<file path="src/sv/frgcd_pkg.sv">
// Shared constants and helpers for the fraction reduction core.
package frgcd_pkg;

  // Default data width of every numerator, denominator and divisor
  localparam int DATA_WIDTH = 31;

  // Round a bit count up to whole bytes
  function automatic int byte_pad(input int bits);
    int padded;
    padded = ((bits + 7) / 8) * 8;
    return padded;
  endfunction

endpackage

</file>
<file path="src/sv/frgcd_div.sv">
// Radix-2 restoring divider shared by the remainder and the final quotients.
module frgcd_div #(
  parameter int WIDTH = frgcd_pkg::DATA_WIDTH
) (
  input  logic             clk,
  input  logic             rst,
  input  logic             start,
  input  logic [WIDTH-1:0] dividend,
  input  logic [WIDTH-1:0] divisor,
  output logic             done,
  output logic [WIDTH-1:0] quot,
  output logic [WIDTH-1:0] rem
);

  localparam int CW = $clog2(WIDTH);

  logic          busy;
  logic [CW-1:0] cnt;
  logic [WIDTH-1:0] quo;
  logic [WIDTH-1:0] rem_q;
  logic [WIDTH-1:0] dvsr;

  logic [WIDTH:0] shifted;
  logic [WIDTH:0] diff;
  logic           fits;

  // Trial subtract of the divisor from the partial remainder
  assign shifted = {rem_q, quo[WIDTH-1]};
  assign diff    = shifted - {1'b0, dvsr};
  assign fits    = (shifted >= {1'b0, dvsr});

  // Control: start loads, one quotient bit per cycle, pulse done at the end
  always_ff @(posedge clk) begin
    if (rst) begin
      busy <= 1'b0;
      done <= 1'b0;
      cnt  <= '0;
    end else begin
      done <= 1'b0;
      if (start && !busy) begin
        busy <= 1'b1;
        cnt  <= CW'(WIDTH - 1);
      end else if (busy) begin
        if (cnt == '0) begin
          busy <= 1'b0;
          done <= 1'b1;
        end else begin
          cnt <= cnt - 1'b1;
        end
      end
    end
  end

  // Datapath: shift dividend out and quotient bits in
  always_ff @(posedge clk) begin
    if (start && !busy) begin
      quo   <= dividend;
      rem_q <= '0;
      dvsr  <= divisor;
    end else if (busy) begin
      if (fits) begin
        rem_q <= diff[WIDTH-1:0];
        quo   <= {quo[WIDTH-2:0], 1'b1};
      end else begin
        rem_q <= shifted[WIDTH-1:0];
        quo   <= {quo[WIDTH-2:0], 1'b0};
      end
    end
  end

  assign quot = quo;
  assign rem  = rem_q;

endmodule

</file>
<file path="src/sv/fraction_reduce_gcd_core.sv">
// Fraction reduction core: Euclid GCD and exact division on one shared divider.
// Reduces numerator/denominator to lowest terms and returns the reduced pair
// with their greatest common divisor. A zero numerator gives 0/1 with the
// divisor equal to the denominator; a zero denominator is taken as 1. One
// transaction is in work at a time: the input is ready only while the
// sequencer is idle, and a finished result waits in an output register so
// the next transaction can be taken before it is read. All arithmetic runs
// on one bit-serial restoring divider that retires one quotient bit per
// cycle; the number of Euclid remainder steps is at most about 1.44*WIDTH
// and typically a handful.
module fraction_reduce_gcd_core #(
  parameter int WIDTH = frgcd_pkg::DATA_WIDTH
) (
  input  logic clk,
  input  logic rst,
  input  logic s_tvalid,
  output logic s_tready,
  // fields from bit 0: numer_in, denom_in
  input  logic [frgcd_pkg::byte_pad(2*WIDTH)-1:0] s_tdata,
  output logic m_tvalid,
  input  logic m_tready,
  // fields from bit 0: numer_out, denom_out, common_divisor
  output logic [frgcd_pkg::byte_pad(3*WIDTH)-1:0] m_tdata
);

  localparam int OUT_TW = frgcd_pkg::byte_pad(3*WIDTH);

  localparam logic [2:0] S_IDLE  = 3'd0;
  localparam logic [2:0] S_CHECK = 3'd1;
  localparam logic [2:0] S_REM   = 3'd2;
  localparam logic [2:0] S_QN    = 3'd3;
  localparam logic [2:0] S_QD    = 3'd4;
  localparam logic [2:0] S_OUT   = 3'd5;

  logic [2:0] state;
  logic [WIDTH-1:0] numer;
  logic [WIDTH-1:0] denom;
  logic [WIDTH-1:0] big;
  logic [WIDTH-1:0] small_val;
  logic [WIDTH-1:0] qn;
  logic [WIDTH-1:0] qd;
  logic [WIDTH-1:0] numer_out;
  logic [WIDTH-1:0] denom_out;
  logic [WIDTH-1:0] common_divisor;

  logic [WIDTH-1:0] in_n;
  logic [WIDTH-1:0] in_d;

  logic             div_start;
  logic [WIDTH-1:0] div_dividend;
  logic [WIDTH-1:0] div_divisor;
  logic             div_done;
  logic [WIDTH-1:0] div_quot;
  logic [WIDTH-1:0] div_rem;

  // Unpack input, force a zero denominator to one
  assign in_n = s_tdata[WIDTH-1:0];
  assign in_d = (s_tdata[2*WIDTH-1:WIDTH] == '0) ? WIDTH'(1) : s_tdata[2*WIDTH-1:WIDTH];

  assign s_tready = (state == S_IDLE);

  // Pick divider operands for the current phase
  always_comb begin
    div_start    = 1'b0;
    div_dividend = big;
    div_divisor  = small_val;
    unique case (state)
      S_CHECK: begin
        div_start = 1'b1;
        if (small_val == '0) begin
          div_dividend = numer;
          div_divisor  = big;
        end
      end
      S_QN: begin
        div_start    = div_done;
        div_dividend = denom;
        div_divisor  = big;
      end
      default: begin
        div_start = 1'b0;
      end
    endcase
  end

  frgcd_div #(
    .WIDTH(WIDTH)
  ) u_div (
    .clk     (clk),
    .rst     (rst),
    .start   (div_start),
    .dividend(div_dividend),
    .divisor (div_divisor),
    .done    (div_done),
    .quot    (div_quot),
    .rem     (div_rem)
  );

  // Sequencer: Euclid loop, then the two exact quotients
  always_ff @(posedge clk) begin
    if (rst) begin
      state    <= S_IDLE;
      m_tvalid <= 1'b0;
    end else begin
      // Drop a taken result unless the output phase replaces it
      if (m_tvalid && m_tready && state != S_OUT) begin
        m_tvalid <= 1'b0;
      end
      unique case (state)
        S_IDLE: begin
          if (s_tvalid) begin
            state <= S_CHECK;
          end
        end
        S_CHECK: begin
          state <= (small_val == '0) ? S_QN : S_REM;
        end
        S_REM: begin
          if (div_done) begin
            state <= S_CHECK;
          end
        end
        S_QN: begin
          if (div_done) begin
            state <= S_QD;
          end
        end
        S_QD: begin
          if (div_done) begin
            state <= S_OUT;
          end
        end
        S_OUT: begin
          if (!m_tvalid || m_tready) begin
            m_tvalid <= 1'b1;
            state    <= S_IDLE;
          end
        end
        default: begin
          state <= S_IDLE;
        end
      endcase
    end
  end

  // Operand and result registers
  always_ff @(posedge clk) begin
    if (state == S_IDLE && s_tvalid) begin
      numer     <= in_n;
      denom     <= in_d;
      big       <= (in_n > in_d) ? in_n : in_d;
      small_val <= (in_n > in_d) ? in_d : in_n;
    end
    if (state == S_REM && div_done) begin
      big       <= small_val;
      small_val <= div_rem;
    end
    if (state == S_QN && div_done) begin
      qn <= div_quot;
    end
    if (state == S_QD && div_done) begin
      qd <= div_quot;
    end
    if (state == S_OUT && (!m_tvalid || m_tready)) begin
      numer_out      <= qn;
      denom_out      <= qd;
      common_divisor <= big;
    end
  end

  assign m_tdata = OUT_TW'({common_divisor, denom_out, numer_out});

  // A presented result never carries a zero divisor or denominator
  a_gcd_nonzero: assert property (@(posedge clk) disable iff (rst)
    m_tvalid |-> common_divisor != '0)
    else $error("zero common divisor presented");

  a_denom_nonzero: assert property (@(posedge clk) disable iff (rst)
    m_tvalid |-> denom_out != '0)
    else $error("zero reduced denominator presented");

  // Every check launches the divider into a wait phase
  a_check_next: assert property (@(posedge clk) disable iff (rst)
    state == S_CHECK |=> state == S_REM || state == S_QN)
    else $error("check phase did not start a division");

  // A new result appears only from the output phase
  a_out_src: assert property (@(posedge clk) disable iff (rst)
    $rose(m_tvalid) |-> $past(state) == S_OUT)
    else $error("result raised outside output phase");

endmodule

</file>
<file path="config.mk">
export PLATFORM = sky130hd
export DESIGN_NAME = fraction_reduce_gcd_core
export DESIGN_NICKNAME = d
export VERILOG_FILES = /design/src/sv/frgcd_pkg.sv /design/src/sv/frgcd_div.sv /design/src/sv/fraction_reduce_gcd_core.sv
export SDC_FILE = /design/constraint.sdc
export NUM_CORES = 1
export LEC_CHECK = 0
export ABC_AREA = 1
export BUFFER_PORTS_ARGS = -buffer_cell sky130_fd_sc_hd__buf_2
export CAP_MARGIN = 10
export CORE_MARGIN = 4
export CORE_UTILIZATION = 51
export CTS_CLUSTER_DIAMETER = 60
export CTS_CLUSTER_SIZE = 14
export DETAILED_ROUTE_END_ITERATION = 16
export GPL_TIMING_DRIVEN = 0
export PLACE_DENSITY = 0.7
export SLEW_MARGIN = 20
export SYNTH_ARGS = -nofsm -noshare
export SYNTH_HDL_FRONTEND = slang
export SYNTH_SLANG_ARGS = --single-unit
</file>
<file path="constraint.sdc">
create_clock -name clk -period 14 [get_ports clk]
set_input_delay 0 -clock clk [delete_from_list [all_inputs] [get_ports clk]]
set_output_delay 0 -clock clk [all_outputs]
set_load 0.05 [all_outputs]
</file>
==> results of run 1 <==
-- power breakdown --
group	switching (mW)	total (mW)	internal (mW)
clock	0.415	0.907	0.492
combinational	0.834	1.17	0.335
sequential	0.149	1.77	1.62
total	1.40	3.84	2.44
-- area by class of cell --
class / instances / area share
flip-flops and latches: 383 / 0.4917
multi-input cells: 1303 / 0.2914
clock inverters: 9 / 0.003553
repair buffers: 236 / 0.07673
well taps: 468 / 0.02598
inverters: 253 / 0.04214
clock buffers: 45 / 0.04286
plain buffers: 116 / 0.02571
-- registers in the layout (all words and copies together), names as in the netlist, 5 cells and up --
name and count:
u_div.rem 31, u_div.dvsr 31, common_divisor 31, numer_out 31
qd 31, qn 31, denom_out 31, numer 31
big 31, small_val 31, u_div.quot 31, u_div.cnt 5
denom 31
-- metal layers --
metal / vias to the layer above / wire length [microns] / GRT usage
met1: 7401 / 23540 / 0.3767
met4: 2 / 1674 / 0.07666
met3: 121 / 5239 / 0.04529
met5: - / 7 / 0
li1: 7377 / - / -
met2: 823 / 25300 / 0.4267
-- metrics by stage --
| step | setup WS, ps | hold slack [ps] | power [mW] | cells | utilization |
|---|---|---|---|---|---|
| floorplan | 7631 | 98.87 | 2.499 | 2055 | - |
| global placement | 6147 | 218.1 | 2.876 | 2682 | 0.5576 |
| detailed placement | 11110 | 217.5 | 2.923 | 2693 | 0.5663 |
| CTS | 11070 | 198.8 | 3.835 | 2813 | 0.6127 |
| global route | 10650 | 230.5 | 4.013 | 2813 | 0.6127 |
| finish | 10830 | 227.3 | 3.842 | 2813 | 0.6127 |
-- worst paths after layout --
kind | cells after the start | slack (ps) | endpoint | from
setup / recovery | 15 | 10830 | small_val[16] | s_tdata[41]
hold / removal | 2 | 230 | numer[24] | s_tdata[24]
setup reg to reg | 8 | 11050 | u_div.dvsr[18] | state[2]
hold reg to reg | 0 | 420 | denom_out[12] | qd[12]
-- layout by cell type (no fill, tap or decap), drive strengths merged, types with 10 or more instances in the layout --
| master | instances |
|---|---|
| edfxtp | 341 |
| dfxtp | 42 |
| nand2 | 536 |
| a31oi | 31 |
| nor3 | 10 |
| ha | 63 |
| buf | 222 |
| clkbuf | 109 |
| xnor2 | 13 |
| nand3b | 28 |
| nor2 | 176 |
| nand4 | 14 |
| o21ai | 15 |
| dlygate4sd3 | 66 |
| inv | 254 |
| nand3 | 258 |
| a21oi | 131 |
-- kinds of logic after synthesis --
family,Yosys count
AO/OA/AOI/OAI,183
flip-flops,383
XOR/XNOR,15
other,1
adder cells (fa/ha/maj),64
multiplexers,1
AND/OR/NAND/NOR,1037
buffers and inverters,369
-- worst max-delay path: stages --
cell	delay (ps)
dlygate4sd3_1	550
buf_2	150
nor4_1	580
nand3_1	390
nor2_1	170
nor2_1	100
inv_1	80
ha_1	120
nor3b_1	280
nand4_2	330
nand2_4	290
buf_6	170
nand2_1	70
nand3_1	90
nand2_1	70
==> impl_metrics.json, run 1 <==
{
  "hpwl_microns": 42690,
  "core_area_sq_um": 36790,
  "netlist_area_sq_um": 19120,
  "yosys.area.top_type": "edfxtp_1",
  "powerDensity_nw_per_um2": 170.5,
  "antenna_left": 0,
  "via_per_inst": 5.590,
  "rsz0062_at_grt": "no",
  "worst-setup-path-type": "in2reg",
  "die-width_microns": 201.6,
  "ir_drop_mv": 0.1179,
  "finalSetupViolations": 0,
  "ys_ff_latch": 383,
  "yosysTopAreaCellShare": 0.5355,
  "period_needed_ps": 3171,
  "vias": 15720,
  "yosys-top-cells-area": "edfxtp_1 54%, nand2_1 10%, nand3_1 6.5%, inv_1 4.7%, dfxtp_1 4.4%",
  "drv_cap": 0,
  "worstPathArrival_ps": 3450,
  "remaining_drc_errors": 0,
  "synth_xor_area_frac": 0.006871,
  "cts.htree.levels": 2,
  "path_clk_slew_ps": 60,
  "synth_compound_area_frac": 0.05169,
  "fin_area_sq_um": 22540,
  "root_buffer": "clkbuf_16",
  "nNetsFinal": 2461,
  "avgSynthCellArea_sq_um": 9.314,
  "io_pins": 166,
  "wl_per_cell_microns": 19.82,
  "hold_violations": 0,
  "worst_ep_required_time_ps": 14280,
  "clk_latency_ps": 540,
  "path_max_fanout": 10,
  "yosys-top-cells-count": "522 x nand2_1, 341 x edfxtp_1, 250 x nand3_1, 238 x inv_1, 164 x nor2_1",
  "holdBufCountCts": 66,
  "synthSimpleGateAreaFrac": 0.2389,
  "cts_tree": "yes",
  "cts_buffers": 36,
  "cts.sinks": 383,
  "synth_top_family_by_area": "simple AND/OR/NAND/NOR gates",
  "start_kind": "input port",
  "p_leak_nw": 9.731,
  "gr-total-overflow": 0,
  "dpl-instance-area_sq_um": 20830,
  "min_path_type": "in2reg",
  "gr-usage-all-layers": 0.2661,
  "diodes": 0,
  "yosys_warnings": 0,
  "die_area_sq_um": 40650,
  "async_flop_share": 0,
  "slew_violations": 0,
  "fmax_mhz": 315.4,
  "die_y_microns": 201.6,
  "ys_seq_area_frac": 0.5795,
  "tns_ps": 0,
  "finalClockSkew_ps": 16.47,
  "status": "finished clean",
  "ctsResizeCount": 0,
  "num_rows": 70,
  "synth.most_common_cell": "nand2_1",
  "first_iter_violations": 1763,
  "relSlewSlack": 0.3884,
  "grt_pass1_wl_microns": 84410,
  "start_util": 0.5198,
  "antenna_found_initial": 1,
  "multi_input_area_sq_um": 6566,
  "grt_max_degree": 41,
  "yosysUniqueCellTypes": 44,
  "syn_inst": 2053,
  "synth_edf_count": 341,
  "cts.path.max_buffers": 3,
  "synthMuxAreaShare": 0.0005889,
  "synthAdderAreaFrac": 0.04227,
  "drive_above_1_share": 0.1365,
  "firstDrtPassIters": 5,
  "drt_wl_total_microns": 55770,
  "postCtsSetupBuffers": 0,
  "seq_area_sq_um": 11080,
  "area_growth_pct": 17.86,
  "yosys_most_used_dff": "edfxtp_1",
  "tightest_slew_ps": 917.4,
  "gp_congestion": 0.9977,
  "grt_pass1_vias": 14780,
  "portBuffers": 159,
  "fillers": 3043,
  "period_share": 0.2265,
  "endpoint_kind": "flop"
}
(Power assumes the default switching activity.)
==> inputs of run 2 (changes only) <==
Settings changed: PLACE_DENSITY 0.7 to 0.73.
Clock period 14 ns to 2.6 ns, I/O delays scaled along.
==> run 2 against run 1 <==
Setup slack worse by 11000 ps. Sequential share of layout area fell by 0.51 points. Cell area up 1.0%. Worst hold slack got worse by 210 ps. Clock skew about the same. Count of clock-buffer cells in the layout down 1. Power rose to 5.3 times the previous value. Register-to-register slack lost 11000 ps. Utilization up 0.64 points. Largest cell class unchanged. Largest power group unchanged. Highest routed layer is now met4.
==> impl_metrics.json, run 2 (synthesized netlist as in run 1, its figures left out) <==
{
  "status": "finished clean",
  "antenna_left": 0,
  "remaining_drc_errors": 0,
  "fmax_mhz": 389.9,
  "clk_latency_ps": 540,
  "cts.htree.levels": 2,
  "p_total_mw": 20.49,
  "area_growth_pct": 19.10,
  "finalSetupViolations": 0,
  "drt_wl_total_microns": 54330,
  "die-width_microns": 201.6,
  "layout_common_cells": "520 x nand2_1, 341 x edfxtp_1, 249 x nand3_1",
  "critPathSlowestCell": "edfxtp_1",
  "start_kind": "flop",
  "crit_chain": "nor2_2 -> nand4_1 -> nand3b_1 -> nor2_4 -> nand2_2 -> nand2_2 -> buf_4 -> nor2_1 -> nor2_2",
  "tightest_slew_ps": 1037,
  "drive_above_1_share": 0.1431,
  "startpoint": "small_val[18]",
  "nNetsFinal": 2481,
  "p_leak_nw": 9.815,
  "max_stage_delay_ps": 480,
  "die_area_sq_um": 40650,
  "num_rows": 70,
  "gr-usage-all-layers": 0.2586,
  "gp_congestion": 0.9392,
  "cts_buffers": 35,
  "whs_path_depth": 5,
  "io_pins": 166,
  "path_clk_slew_ps": 70,
  "drv_cap": 0,
  "path_max_fanout": 10,
  "final_common_cell": "nand2_1",
  "timing.reg2reg.setup_slack_ps": 40,
  "hold_end": "small_val[22]",
  "via_per_inst": 5.497,
  "finalClockSkew_ps": 16.31,
  "hpwl_microns": 39880,
  "grt_pass1_wl_microns": 82680,
  "root_buffer": "clkbuf_16",
  "rsz0062_at_grt": "no",
  "start_util": 0.5198,
  "hold_violations": 0,
  "portBuffers": 159,
  "worst-setup-path-type": "reg2reg",
  "ir_drop_mv": 0.5138,
  "cts.path.max_buffers": 3,
  "powerDensity_nw_per_um2": 899.7,
  "gr-total-overflow": 0,
  "worstPathArrival_ps": 2920,
  "setup_ws_ps": 35.29,
  "cts_tree": "yes",
  "grt_max_degree": 41,
  "die_y_microns": 201.6,
  "vias": 15560,
  "min_path_type": "in2reg",
  "first_iter_violations": 1664,
  "relSlewSlack": 0.3081,
  "wl_per_cell_microns": 19.19,
  "reg2reg_to": "u_div.dvsr[19]",
  "preCtsSetupSlack_ps": -855.2,
  "worst_ep_required_time_ps": 2950,
  "endpoint_kind": "flop",
  "grt_pass1_vias": 14880,
  "min_from": "s_tdata[22]",
  "reg2reg_depth": 9,
  "core_area_sq_um": 36790,
  "period_share": 0.9864,
  "cts.sinks": 383,
  "firstDrtPassIters": 6,
  "tns_ps": 0,
  "r2r_start": "small_val[18]",
  "antenna_found_initial": 1,
  "slew_violations": 0,
  "period_needed_ps": 2565
}
run 2: worst max-delay path by stage:
stage	to	cells after the start
after CTS	u_div.dvsr[18]	8
after global routing	big[17]	9
after detailed placement	u_div.dvsr[18]	8
final	u_div.dvsr[19]	9
after floorplan	big[0]	5
after global placement	u_div.dvsr[18]	8
run 2: area by class of cell:
type                    count  area (sq um)
fillers                  2996         14010
multi-input cells        1305          6680
inverters                 253         949.7
well taps                 468         585.6
repair buffers            255          1872
diodes                      1         2.502
clock buffers              44         940.9
clock inverters             6         70.07
flip-flops and latches    383         11080
plain buffers             116         591.8
run 2: critical path, delay by kind of cell, from the launching register on:
kind | cells | cell delay, ps
simple gates | 8 | 1670
flops | 1 | 480
buf+inv | 1 | 220
run 2: routing by layer:
layer	GRT usage	up-vias	share of wire	routed length, microns
li1	-	7417	-	-
met1	0.3481	7246	0.40	21980
met2	0.4318	789	0.47	25760
met3	0.04158	111	0.089	4830
met4	0.08521	0	0.032	1760
met5	0	-	0	0
run 2: repair_timing:
action,CTS,global route
endpoints found under the hold margin,134,0
pin swaps,2,4
gates cloned,1,1
setup endpoints to repair,171,148
gates resized for setup,10,20
buffers inserted,3,2
hold buffers,82,0
run 2: where the power goes:
part,total (mW),switching [mW],internal [mW]
sequential,9.46,0.756,8.70
clock,4.77,2.21,2.57
combinational,6.26,4.43,1.83
run 2: through the flow:
stage          cells  area (sq um)    util  hold slack, ps
3_3_place_gp    2682         20550  0.5586           213.8
2_1_floorplan   2055         19170       -           98.87
5_1_grt         2831         22770  0.6191           44.78
6_report        2831         22770  0.6191           18.81
3_5_place_dp    2691         20780  0.5648           213.2
4_1_cts         2827         22670  0.6164          0.4224
